<file path="src/hdl/lsu_pkg.sv">
// Shared types, constants and helpers of the load/store unit.
// No dependencies; imported by every module under hdl.
package lsu_pkg;

	// Must be a power of two; the word index is taken from the physical address bits.
	localparam int MEM_WORDS = 4096;
	localparam int MEM_AW    = $clog2(MEM_WORDS);
	localparam int CFG_IDX_W = 3;

	localparam logic [31:0] KSEG0_BASE = 32'h8000_0000;
	localparam logic [31:0] KSEG1_BASE = 32'hA000_0000;
	localparam logic [31:0] KSEG2_BASE = 32'hC000_0000;

	localparam logic [CFG_IDX_W-1:0] CFG_RAM_RD_BASE  = 3'd0;
	localparam logic [CFG_IDX_W-1:0] CFG_RAM_RD_LIMIT = 3'd1;
	localparam logic [CFG_IDX_W-1:0] CFG_RAM_WR_BASE  = 3'd2;
	localparam logic [CFG_IDX_W-1:0] CFG_RAM_WR_LIMIT = 3'd3;
	localparam logic [CFG_IDX_W-1:0] CFG_DEV_RD_BASE  = 3'd4;
	localparam logic [CFG_IDX_W-1:0] CFG_DEV_RD_LIMIT = 3'd5;
	localparam logic [CFG_IDX_W-1:0] CFG_DEV_WR_BASE  = 3'd6;
	localparam logic [CFG_IDX_W-1:0] CFG_DEV_WR_LIMIT = 3'd7;

	typedef enum logic [2:0] {
		ST_OK         = 3'd0,
		ST_MISALIGNED = 3'd1,
		ST_RANGE      = 3'd2,
		ST_UNMAPPED   = 3'd3,
		ST_DEVICE     = 3'd4
	} lsu_status_t;

	typedef enum logic [1:0] {
		SZ_BYTE = 2'd0,
		SZ_HALF = 2'd1,
		SZ_WORD = 2'd2,
		SZ_RSVD = 2'd3
	} lsu_size_t;

	typedef struct packed {
		logic [31:0] ram_rd_base;
		logic [31:0] ram_rd_limit;
		logic [31:0] ram_wr_base;
		logic [31:0] ram_wr_limit;
		logic [31:0] dev_rd_base;
		logic [31:0] dev_rd_limit;
		logic [31:0] dev_wr_base;
		logic [31:0] dev_wr_limit;
	} lsu_cfg_t;

	// controller -> datapath
	typedef struct packed {
		logic load;
		logic addr;
		logic xlat;
		logic win;
		logic mem;
	} lsu_cmd_t;

	// datapath -> controller
	typedef struct packed {
		logic fault;
	} lsu_stat_t;

	function automatic logic [31:0] lsu_translate(input logic [31:0] v);
		logic [31:0] r;
		if (v < KSEG0_BASE) begin
			r = v + KSEG0_BASE;
		end else if (v < KSEG1_BASE) begin
			r = v - KSEG0_BASE;
		end else if (v < KSEG2_BASE) begin
			r = v - KSEG1_BASE;
		end else begin
			r = v;
		end
		return r;
	endfunction

endpackage

</file>
<file path="src/hdl/lsu_ctrl.sv">
// Sequencer of the load/store unit: steps one item through the datapath.
// Depends on lsu_pkg.
module lsu_ctrl (
	input  logic                  clk,
	input  logic                  arst_n,
	input  logic                  start,
	output logic                  busy,
	output logic                  done,
	output lsu_pkg::lsu_cmd_t     cmd,
	input  lsu_pkg::lsu_stat_t    stat
);
	import lsu_pkg::*;

	typedef enum logic [5:0] {
		S_IDLE = 6'b000001,
		S_ADDR = 6'b000010,
		S_XLAT = 6'b000100,
		S_WIN  = 6'b001000,
		S_MEM  = 6'b010000,
		S_RESP = 6'b100000
	} state_t;

	state_t state_q, state_d;

	always_comb begin
		state_d = state_q;
		case (state_q)
			S_IDLE: begin
				if (start) begin
					state_d = S_ADDR;
				end
			end
			S_ADDR: state_d = S_XLAT;
			S_XLAT: state_d = stat.fault ? S_RESP : S_WIN;
			S_WIN:  state_d = S_MEM;
			S_MEM:  state_d = S_RESP;
			S_RESP: state_d = S_IDLE;
			default: state_d = S_IDLE;
		endcase
	end

	always_ff @(posedge clk or negedge arst_n) begin
		if (!arst_n) begin
			state_q <= S_IDLE;
		end else begin
			state_q <= state_d;
		end
	end

	assign busy     = (state_q != S_IDLE);
	assign done     = (state_q == S_RESP);
	assign cmd.load = (state_q == S_IDLE) && start;
	assign cmd.addr = (state_q == S_ADDR);
	assign cmd.xlat = (state_q == S_XLAT);
	assign cmd.win  = (state_q == S_WIN);
	assign cmd.mem  = (state_q == S_MEM);

`ifndef SYNTHESIS
	a_onehot: assert property (@(posedge clk) disable iff (!arst_n) $onehot(state_q))
		else $error("state register not one-hot");
	a_start: assert property (@(posedge clk) disable iff (!arst_n)
		(state_q == S_IDLE && start) |=> (state_q == S_ADDR))
		else $error("accepted item did not enter address stage");
	a_fault: assert property (@(posedge clk) disable iff (!arst_n)
		(state_q == S_XLAT && stat.fault) |=> done)
		else $error("faulting item not reported next cycle");
	a_mem_done: assert property (@(posedge clk) disable iff (!arst_n) cmd.mem |=> done)
		else $error("memory access not followed by result");
	a_strobe: assert property (@(posedge clk) disable iff (!arst_n) done |=> !done)
		else $error("result strobe longer than one cycle");
`endif

endmodule

</file>
<file path="config.mk">
export PLATFORM = sky130hd
export DESIGN_NAME = lsu_ctrl
export DESIGN_NICKNAME = d
export VERILOG_FILES = /design/src/hdl/lsu_pkg.sv /design/src/hdl/lsu_ctrl.sv
export SDC_FILE = /design/constraint.sdc
export NUM_CORES = 1
export LEC_CHECK = 0
export BUFFER_PORTS_ARGS = -buffer_cell sky130_fd_sc_hd__buf_4
export CAP_MARGIN = 20
export CORE_AREA = 2 2 39 41
export CTS_BUF_LIST = sky130_fd_sc_hd__clkbuf_4
export DETAILED_ROUTE_END_ITERATION = 6
export DIE_AREA = 0 0 41 43
export HOLD_SLACK_MARGIN = 0.15
export PLACE_DENSITY = 0.61
export SLEW_MARGIN = 10
export SYNTH_ARGS = -nofsm -noshare
export SYNTH_HDL_FRONTEND = slang
export SYNTH_SLANG_ARGS = --single-unit
</file>
<file path="constraint.sdc">
create_clock -name clk -period 3.4 [get_ports clk]
set_clock_uncertainty 0.1 [all_clocks]
set_input_delay 0.68 -clock clk [delete_from_list [all_inputs] [get_ports clk]]
set_output_delay 0.68 -clock clk [all_outputs]
set_load 0.02 [all_outputs]
</file>
## Word level (Yosys, flattened, before mapping)

Index checks and enable logic that the tools add are counted.

- Register bits after elaboration: 6
- Latch bits: 0
- RAM bits: 0
- Bits in read-only memories: 0
- Input bits: 4
- Output and inout bits: 7
- Logic and storage cells: 13
- Memories: 0

- Add/sub/neg operators: 0
- $mul: 0
- Div/mod/pow operators: 0
- $lt $le $gt $ge: 0
- Eq/ne operators: 8
- Shift-type cells: 0
- Multiplexer cells: 3
- Bitwise operators: 0
- Reductions and logical operators: 1

Operators by type and width:

| operator | count |
|---|---|
| $pmux 6 s5 | 1 |
| $mux 6 | 2 |
| $eq 6x1->1 const B | 1 |
| $eq 6x2->1 const B | 1 |
| $eq 6x3->1 const B | 1 |
| $eq 6x4->1 const B | 1 |
| $eq 6x5->1 const B | 1 |
| $eq 6x6->1 const B | 1 |
| $ne 6x1->1 const B | 1 |
| $ne 2x2->1 const B | 1 |
| $logic_and 1x1->1 | 1 |

## Longest topological paths before layout

- Depth in word-level cells: 2
- Gate-level depth with buffers: 4
- Gate-level depth less buffers: 3

## Worst setup path after synthesis

Ideal clock, no wire load.

- Kind: flip-flop to output port
- From: register state_q[4]
- To: output port cmd[4] (netlist name)
- Arrival: 1409 ps
- Required time: 2620 ps
- Setup slack: 1211 ps
- Cell stages (with the launch flop): 4
- Cells stage by stage: dfrtp_1 > nor3_2 > nand3b_1 > nor2_1

RTL lines:

| item | line | RTL |
|---|---|---|
| from (decl) | lsu_ctrl.sv:23 | `state_t state_q, state_d;` |
| from (signal assigned) | lsu_ctrl.sv:46 | `state_q <= state_d;` |
| to (decl) | lsu_ctrl.sv:9 | `output lsu_pkg::lsu_cmd_t cmd,` |

==> results.yml <==
finish:
  largest_reg_flops: 6
  drive_gt1_frac: 0.489
  layout_common_cells: "buf_4 (10), dfrtp_1 (5), clkbuf_4 (4)"
  final_common_cell: "buf_4"
  nNetsFinal: 52
  finalInstanceArea_um2: 531
  reg_top3: "state_q (6)"
  syn2layout_area_growth_pct: 26.6
  largest_register: "state_q"
  diodes: 0
hold_path:
  hold_path_startpoint: "state_q[5]"
  hold_depth: 1
  hold_path_class: "reg2reg"
  whs_endpoint: "state_q[0]"
timing:
  finalSetupViolations: 0
  finalMaxSlewViolations: 0
  period_minus_slack_ns: 2.48
  worst_slew_pin_slew_ns: 0.468
  tns_ns: 0
  holdWs_ns: 0.471
  slew_headroom: 0.688
  max_freq_ghz: 0.404
  hold_viol: 0
  fin_ws_ns: 0.923
  rsz0062_at_grt: "no"
  min_period_over_period: 0.728
grt:
  overflow: 0
  grt_max_degree: 10
  grt_pass1_vias: 293
  antenna_found_initial: 0
  grt_util_all_layers: 0.113
  grt_pass1_wl_um: 1280
setup_path:
  crit_type: "reg2out"
  r2r-start: "state_q[1]"
  required_ns: 2.62
  critPathArrivalTime_ns: 1.70
  start_kind: "register"
  reg2reg_depth: 2
  r2r_slack_ns: 1.94
  worstReg2RegEnd: "state_q[4]"
  worst-path-max-fanout: 6
  cp-end-kind: "primary output"
placement:
  place.detailed.hpwl_um: 546
  gp_congestion: 0.691
  dp_worst_setup_slack_ns: 1.20
  port-buffer-count: 10
  place_area_um2: 490
clock_tree:
  cts_hold_buf: 1
  root_buffer: "clkbuf_4"
  clk_path_buf_depth: 2
  cts_buffers: 3
  cts_resized: 0
  clk_latency_ns: 0.26
  post_cts_buffers: 0
  cts_num_sinks: 6
  cts.htree.levels: 1
  tritoncts: "built"
  clk_pin_slew_worst_paths_ns: 0.05
power_and_ir_drop:
  leakagePower_nw: 0.211
  vdd_ir_drop_max_mv: 0.242
  p_per_area_mw_per_mm2: 632
logic_synthesis:
  synthCells: 35
  syn_nets: 39
  synth_warnings: 0
  syn_area_per_cell_um2: 12.0
  seq_area_frac_synth: 0.361
  netlist_area_um2: 419
  ys_ff_latch: 6
  synth_cell_types: 23
route:
  routed_wirelength_um: 754
  drc_errors: 0
  ant_nets: 0
  wire_per_inst_um: 12.0
  drtIter0Drc: 2
  vias_per_cell: 4.87
  drt_first_pass_iters: 2
  vias: 307
die:
  die_x_um: 41
  num_rows: 14
  ios: 11
  start_util: 0.303
  die_h_um: 43
  core_area_mm2: 0.00138
  dieArea_mm2: 0.00176
flow_run:
  maxCapViolations: 0
outcome:
  status: "complete, no violations"
==> critical path: stages (launching register included) <==
cell and delay, ns:
dfrtp_1 0.42, or3_1 0.55, nor4b_4 0.30, buf_4 0.17
==> cells by family after synthesis <==
| family | Yosys count | share of synthesized area |
|---|---|---|
| XOR/XNOR | 1 | 0.0209 |
| flip-flops | 6 | 0.361 |
| AND/OR/NAND/NOR | 20 | 0.484 |
| buffers and inverters | 4 | 0.0657 |
| AO/OA/AOI/OAI | 4 | 0.0687 |
==> worst max-delay path by stage <==
stage | from | endpoint | slack, ns | cells past startpoint
floorplan | state_q[4] | cmd[4] | 1.21 | 3
global placement | state_q[1] | cmd[1] | 1.20 | 3
detailed placement | state_q[1] | cmd[1] | 1.20 | 3
CTS | state_q[1] | cmd[1] | 0.91 | 3
global route | state_q[1] | cmd[1] | 0.85 | 3
finish | state_q[1] | cmd[1] | 0.92 | 3
==> cells in the mapped netlist (all sizes together) <==
master	instances	share of area
a211oi	1	0.018
nand2b	2	0.030
nand3b	3	0.054
or3	1	0.015
nor2	3	0.027
dfrtp	5	0.30
and3	1	0.015
o21ai	1	0.012
buf	3	0.057
inv	1	0.0089
dfstp	1	0.063
nand3	1	0.012
a31o	1	0.021
nor4	1	0.051
nor4b	3	0.17
o211ai	1	0.018
and4bb	2	0.060
xor2	1	0.021
nor3	2	0.036
nor2b	1	0.015
==> through the flow <==
stage | utilization | power (W) | cells
floorplan | - | 0.000225 | 35
global placement | 0.354 | 0.000254 | 58
detailed placement | 0.354 | 0.000255 | 58
CTS | 0.383 | 0.000340 | 63
global route | 0.383 | 0.000359 | 63
finish | 0.383 | 0.000335 | 63
==> metal layers <==
| layer | vias to the layer above | share of wire | track usage |
|---|---|---|---|
| met4 | 0 | 0.017 | 0.100 |
| met1 | 142 | 0.49 | 0.141 |
| li1 | 152 | - | - |
| met3 | 2 | 0.068 | 0.0366 |
| met2 | 11 | 0.42 | 0.147 |
| met5 | - | 0 | 0 |
==> power breakdown <==
group          switching [W]  internal (W)  total (W)
logic              0.0000774     0.0000603   0.000138
registers          0.0000267     0.0000890   0.000116
clock network      0.0000292     0.0000526  0.0000818
total               0.000133      0.000202   0.000335
==> area by class of cell <==
| type | count | area [µm²] |
|---|---|---|
| fill | 144 | 853 |
| multi-input combinational | 25 | 240 |
| sequential | 6 | 151 |
| timing repair buffer | 11 | 85.1 |
| clock buffer | 4 | 30.0 |
| tap | 16 | 20.0 |
| inverter | 1 | 3.75 |
No activity file was read; power rests on OpenSTA's default activity.
