File: src/hdl/lsu_pkg.sv
// Shared types, constants and helpers of the load/store unit.
// No dependencies; imported by every module under hdl.
package lsu_pkg;

	// Must be a power of two; the word index is taken from the physical address bits.
	localparam int MEM_WORDS = 4096;
	localparam int MEM_AW    = $clog2(MEM_WORDS);
	localparam int CFG_IDX_W = 3;

	localparam logic [31:0] KSEG0_BASE = 32'h8000_0000;
	localparam logic [31:0] KSEG1_BASE = 32'hA000_0000;
	localparam logic [31:0] KSEG2_BASE = 32'hC000_0000;

	localparam logic [CFG_IDX_W-1:0] CFG_RAM_RD_BASE  = 3'd0;
	localparam logic [CFG_IDX_W-1:0] CFG_RAM_RD_LIMIT = 3'd1;
	localparam logic [CFG_IDX_W-1:0] CFG_RAM_WR_BASE  = 3'd2;
	localparam logic [CFG_IDX_W-1:0] CFG_RAM_WR_LIMIT = 3'd3;
	localparam logic [CFG_IDX_W-1:0] CFG_DEV_RD_BASE  = 3'd4;
	localparam logic [CFG_IDX_W-1:0] CFG_DEV_RD_LIMIT = 3'd5;
	localparam logic [CFG_IDX_W-1:0] CFG_DEV_WR_BASE  = 3'd6;
	localparam logic [CFG_IDX_W-1:0] CFG_DEV_WR_LIMIT = 3'd7;

	typedef enum logic [2:0] {
		ST_OK         = 3'd0,
		ST_MISALIGNED = 3'd1,
		ST_RANGE      = 3'd2,
		ST_UNMAPPED   = 3'd3,
		ST_DEVICE     = 3'd4
	} lsu_status_t;

	typedef enum logic [1:0] {
		SZ_BYTE = 2'd0,
		SZ_HALF = 2'd1,
		SZ_WORD = 2'd2,
		SZ_RSVD = 2'd3
	} lsu_size_t;

	typedef struct packed {
		logic [31:0] ram_rd_base;
		logic [31:0] ram_rd_limit;
		logic [31:0] ram_wr_base;
		logic [31:0] ram_wr_limit;
		logic [31:0] dev_rd_base;
		logic [31:0] dev_rd_limit;
		logic [31:0] dev_wr_base;
		logic [31:0] dev_wr_limit;
	} lsu_cfg_t;

	// controller -> datapath
	typedef struct packed {
		logic load;
		logic addr;
		logic xlat;
		logic win;
		logic mem;
	} lsu_cmd_t;

	// datapath -> controller
	typedef struct packed {
		logic fault;
	} lsu_stat_t;

	function automatic logic [31:0] lsu_translate(input logic [31:0] v);
		logic [31:0] r;
		if (v < KSEG0_BASE) begin
			r = v + KSEG0_BASE;
		end else if (v < KSEG1_BASE) begin
			r = v - KSEG0_BASE;
		end else if (v < KSEG2_BASE) begin
			r = v - KSEG1_BASE;
		end else begin
			r = v;
		end
		return r;
	endfunction

endpackage

File: src/hdl/lsu_cfg.sv
// Window configuration registers of the load/store unit.
// Depends on lsu_pkg.
module lsu_cfg (
	input  logic                           clk,
	input  logic                           arst_n,
	input  logic                           cfg_valid,
	output logic                           cfg_ready,
	input  logic [lsu_pkg::CFG_IDX_W-1:0]  cfg_index,
	input  logic [31:0]                    cfg_data,
	output lsu_pkg::lsu_cfg_t              cfg
);
	import lsu_pkg::*;

	lsu_cfg_t cfg_q;

	assign cfg_ready = 1'b1;
	assign cfg       = cfg_q;

	always_ff @(posedge clk or negedge arst_n) begin
		if (!arst_n) begin
			cfg_q.ram_rd_base  <= 32'd0;
			cfg_q.ram_rd_limit <= 32'd16383;
			cfg_q.ram_wr_base  <= 32'd0;
			cfg_q.ram_wr_limit <= 32'd16383;
			cfg_q.dev_rd_base  <= 32'hFFFF_FFFF;
			cfg_q.dev_rd_limit <= 32'd0;
			cfg_q.dev_wr_base  <= 32'hFFFF_FFFF;
			cfg_q.dev_wr_limit <= 32'd0;
		end else if (cfg_valid && cfg_ready) begin
			case (cfg_index)
				CFG_RAM_RD_BASE:  cfg_q.ram_rd_base  <= cfg_data;
				CFG_RAM_RD_LIMIT: cfg_q.ram_rd_limit <= cfg_data;
				CFG_RAM_WR_BASE:  cfg_q.ram_wr_base  <= cfg_data;
				CFG_RAM_WR_LIMIT: cfg_q.ram_wr_limit <= cfg_data;
				CFG_DEV_RD_BASE:  cfg_q.dev_rd_base  <= cfg_data;
				CFG_DEV_RD_LIMIT: cfg_q.dev_rd_limit <= cfg_data;
				CFG_DEV_WR_BASE:  cfg_q.dev_wr_base  <= cfg_data;
				CFG_DEV_WR_LIMIT: cfg_q.dev_wr_limit <= cfg_data;
				default: ;
			endcase
		end
	end

endmodule

File: config.mk
export PLATFORM = sky130hd
export DESIGN_NAME = lsu_cfg
export DESIGN_NICKNAME = d
export VERILOG_FILES = /design/src/hdl/lsu_pkg.sv /design/src/hdl/lsu_cfg.sv
export SDC_FILE = /design/constraint.sdc
export NUM_CORES = 1
export LEC_CHECK = 0
export ABC_CLOCK_PERIOD_IN_PS = 800
export BUFFER_PORTS_ARGS = -buffer_cell sky130_fd_sc_hd__buf_2
export CAP_MARGIN = 20
export CORE_ASPECT_RATIO = 0.8
export CORE_MARGIN = 3
export CORE_UTILIZATION = 40
export CTS_CLUSTER_SIZE = 16
export DETAILED_ROUTE_END_ITERATION = 6
export GPL_TIMING_DRIVEN = 0
export PLACE_DENSITY = 0.62
export RECOVER_POWER = 25
export SYNTH_ARGS = -nofsm -noshare
export SYNTH_HDL_FRONTEND = slang
export SYNTH_SLANG_ARGS = --single-unit
File: constraint.sdc
create_clock -name clk -period 0.8 [get_ports clk]
set_input_delay 0.16 -clock clk [delete_from_list [all_inputs] [get_ports clk]]
set_output_delay 0.16 -clock clk [all_outputs]
set_load 0.005 [all_outputs]
# After elaboration in Yosys (flattened, before gate mapping)

Index checks and enable logic that the tools add are counted.

Bits in registers: 256
Input bits: 38
Output and inout port bits: 257
Word-level logic and storage cells: 24

Eq/ne operators: 7
Reduce and logical (&&, ||, !) cells: 9

Operators with widths:

| cell               | count |
|---|---|
| $reduce_and 2->1   | 8 |
| $eq 3x3->1 const B | 4 |
| $eq 3x2->1 const B | 2 |
| $eq 3x1->1 const B | 1 |
| $logic_not 3->1    | 1 |

# Depth between registers and ports, before layout

Depth after elaboration: 2
Mapped depth: 5
Depth with buffers taken out: 2

# Least setup slack after synthesis

OpenSTA, ideal clock, no wires.

Path type: input port to flip-flop
Start: input cfg_index[1] (netlist name)
End: register cfg_q (netlist bit cfg[229])
Library setup time: 0.125 ns
Arrival: 1.223 ns
Required time: 0.675 ns
Setup slack: -0.548 ns
Cell stages on the path: 4
Path buffers: 2
Cell sequence: buf_2 -> nor4b_4 -> buf_6 -> mux2_2

Word-level cells in the longest chain between the ends: 2

RTL lines:

| item                              | line          | text |
|---|---|---|
| start, declared                   | lsu_cfg.sv:8  | `input logic [lsu_pkg::CFG_IDX_W-1:0] cfg_index,` |
| $logic_not 3->1                   | lsu_cfg.sv:30 | `case (cfg_index)` |
| $reduce_and 2->1 (no source line) | n/a           |  |
| end, declared                     | lsu_cfg.sv:14 | `lsu_cfg_t cfg_q;` |

No other way between the ends.
A chain may end at the register's enable or synchronous reset.

# Worst setup path in the final report

Start: register cfg_q (netlist bit cfg[135])
End: output cfg[135] (netlist name)

RTL lines:

| item          | line          | text |
|---|---|---|
| end, declared | lsu_cfg.sv:10 | `output lsu_pkg::lsu_cfg_t cfg` |

No word-level cell between the ends.

==> out/results.txt <==
status = finished with violations
failing checks = hold timing, setup timing
library cell occupying the most area in the post-synthesis netlist = dfrtp_1
number of distinct standard cells referenced by the synthesized netlist = 13
WHS = -0.233 ns
placed inst area = 12200 um^2
Max transition margin = 40.1%
number of cells in the design after placement = 1156
portion of the post-synthesis area used by sequential elements = 66.9%
data required time of the worst path = 0.64 ns
worst setup path startpoint = cfg[135]
residual overflow from global routing = 0
Finish-stage setup viols = 454
startpoint of the worst-slack reg-to-reg timing path = cfg[223]
via count normalized by instance count = 4.81
sequential share of power = 44.1%
placeable core area = 23600 um^2
largest driver fanout on the critical path = 2
wire length of the first global-routing pass = 43.9 mm
fin util = 65.2%
total wirelength of the detailed-routed design = 29.5 mm
top library cells by usage in the layout, fill and taps aside = buf_2, dfrtp_1, buf_6
fraction of post-synthesis cell area in the top cell type by area = 42.1%
Worst Hold Class = in2async
H-tree levels = 1
Largest register FFs = 256
cell area after technology mapping = 9750 um^2
router iterations before antenna repair = 4
diode count = 0
Int Pwr = 31.3 mW
initial cell density of the core = 41.2%
wire length per cell after detailed routing = 21.7 um
count of buffers from port buffering = 289
most common cell after layout, fill and taps aside = buf_2
pin count of the biggest net entering global routing = 118
switching part of the total = 25.1%
CTS tree = built
Cell Count, Final, Fillers Out = 1362
global router's overall resource usage = 21.1%
Mean Syn Cell Area = 17.6 um^2
DRC violation total after the first TritonRoute iteration = 179
Row Count = 50
insertion delay to the later sink of the worst-skew pair = 0.51 ns
Worst path slowest cell = dfstp_2
sum of negative setup slack = -123.68 ns
io pins = 295
CP cell instances = buf_2
count of pins over their slew limit = 0
total net switching power = 10.5 mW
cts-stage hold buffer count = 28
final setup slack of the worst path = -0.537 ns
count of unresolved DRC violations after routing = 0
fraction of the cycle the final worst path needs = 167%
post-route cell area = 15400 um^2
number of clock buffers inserted by TritonCTS = 27
Vias = 6558
Die Outline Area = 26300 um^2
count of warnings emitted by yosys = 0
synthesis-to-finish area growth = 58.3%
unrepaired setup endpoints after global routing = true
proportion of power drawn by the clock network = 28.0%
IR Drop Worst-Case VDD = 1.85 mV
max-cap violation count = 0
number of nets in the layout = 1068
sinks on the clock net = 256
Slew @ Worst Pin = 0.899 ns
reported leakage power = 7.40 nW
CP Launch Type = flop
Seq cells post-synth = 256
final number of hold-violating endpoints = 21
Logic pwr share = 27.9%
Fmax = 0.748 GHz
type of the worst setup path = reg2out
via count of the first global-routing pass = 7125
cell count after synthesis = 553
die span in x = 181 um
proportion of layout cells with a drive suffix above 1 = 79.6%
half-perimeter wire length of the detailed placement result = 18.1 mm
Antenna Nets Post-Route = 0
Final Skew = 0 ns
Top Family by Delay on Critical Path = flip-flops
final weighted congestion of routability-driven global placement = 0.806
total of fill cells in the finished design = 1663
buffering stage count on the worst path with inverters included = 1
delay of the slowest cell on the worst path = 0.54 ns
clock transition at the registers of the reported paths = 0.06 ns
number of antenna violations at the first check in global routing = 0
clock tree root buffer cell = clkbuf_16
endpoint type of the worst setup path = primary output
total nets after synthesis = 591
time the worst path needs with I/O delays and setup = 1.34 ns
power per cell area = 2710 nW/um^2
Max clock buf depth = 3
Worst EP arrival = 1.18 ns
die height = 146 um
synth top area cells = dfrtp_1, mux2_2, dfstp_2
==> Yosys cell counts <==
| cell type | number |
|---|---|
| and4bb_2 | 1 |
| buf_2 | 17 |
| buf_4 | 1 |
| buf_6 | 14 |
| conb_1 | 1 |
| dfrtp_1 | 164 |
| dfstp_2 | 92 |
| mux2_1 | 13 |
| mux2_2 | 243 |
| nand4_1 | 1 |
| nand4b_1 | 3 |
| nor4b_4 | 1 |
| nor4bb_1 | 2 |
==> stage by stage <==
step,worst slack [ns],power [mW],hold WS (ns)
2_1_floorplan,-0.527,21.9,-0.136
3_3_place_gp,-4.53,26.1,0.470
3_5_place_dp,-0.775,26.5,0.0422
4_1_cts,-0.562,40.8,-0.514
5_1_grt,-0.577,43.8,-0.183
6_report,-0.537,41.8,-0.233
==> final timing paths <==
kind	end	slack (ns)	cells after the start
min in group clk	cfg[109]	0.02	2
max in group asynchronous	cfg[143]	-0.04	2
max	cfg[135]	-0.54	1
max reg2reg	cfg[223]	-0.20	3
min reg2reg	cfg[159]	0.50	1
min	cfg[153]	-0.23	1
==> power by group through the flow <==
stage / Combinational (mW) / Clock [mW] / Sequential, mW
6_report: 11.7 / 11.7 / 18.4
5_1_grt: 12.4 / 12.6 / 18.7
4_1_cts: 10.6 / 12.0 / 18.2
3_5_place_dp: 8.24 / 0 / 18.2
3_3_place_gp: 8.03 / 0 / 18.1
2_1_floorplan: 3.51 / 0 / 18.4
==> layout make-up <==
| cell class | instances | area (um^2) | share of cell area, % |
|---|---|---|---|
| multi-input combinational | 265 | 3520 | 22.8 |
| tap | 312 | 390 | 2.53 |
| clock inverter | 3 | 43.8 | 0.284 |
| sequential | 256 | 6520 | 42.3 |
| buffer | 31 | 485 | 3.15 |
| timing repair buffer | 449 | 3690 | 23.9 |
| clock buffer | 46 | 777 | 5.04 |
==> worst reg2reg max path: stages, from the launching register on <==
cell and delay (ns):
dfrtp_1 0.40, buf_6 0.13, buf_6 0.10, mux2_4 0.26
==> metal layers <==
metal	wire [um]	part of all wire, %	GRT usage [%]
met1	12700	43	28.1
met2	14100	48	34.3
met3	2040	6.9	5.95
met4	729	2.5	5.52
met5	0	0	0
==> kinds of logic after synthesis <==
logic type	count (synthesis)	synth area share, %
mux	256	29.6
buf+inv	32	2.57
other cells	1	0.0385
flops	256	66.9
simple gates	8	0.911
==> what timing repair did <==
action / CTS / global route
buffers inserted: 93 / 51
pin swaps: 6 / 3
endpoints found under the hold margin: 374 / 112
cloned: 9 / 4
resized for setup: 116 / 99
setup endpoints to repair: 402 / 438
Power figures use the tool's default switching activity.
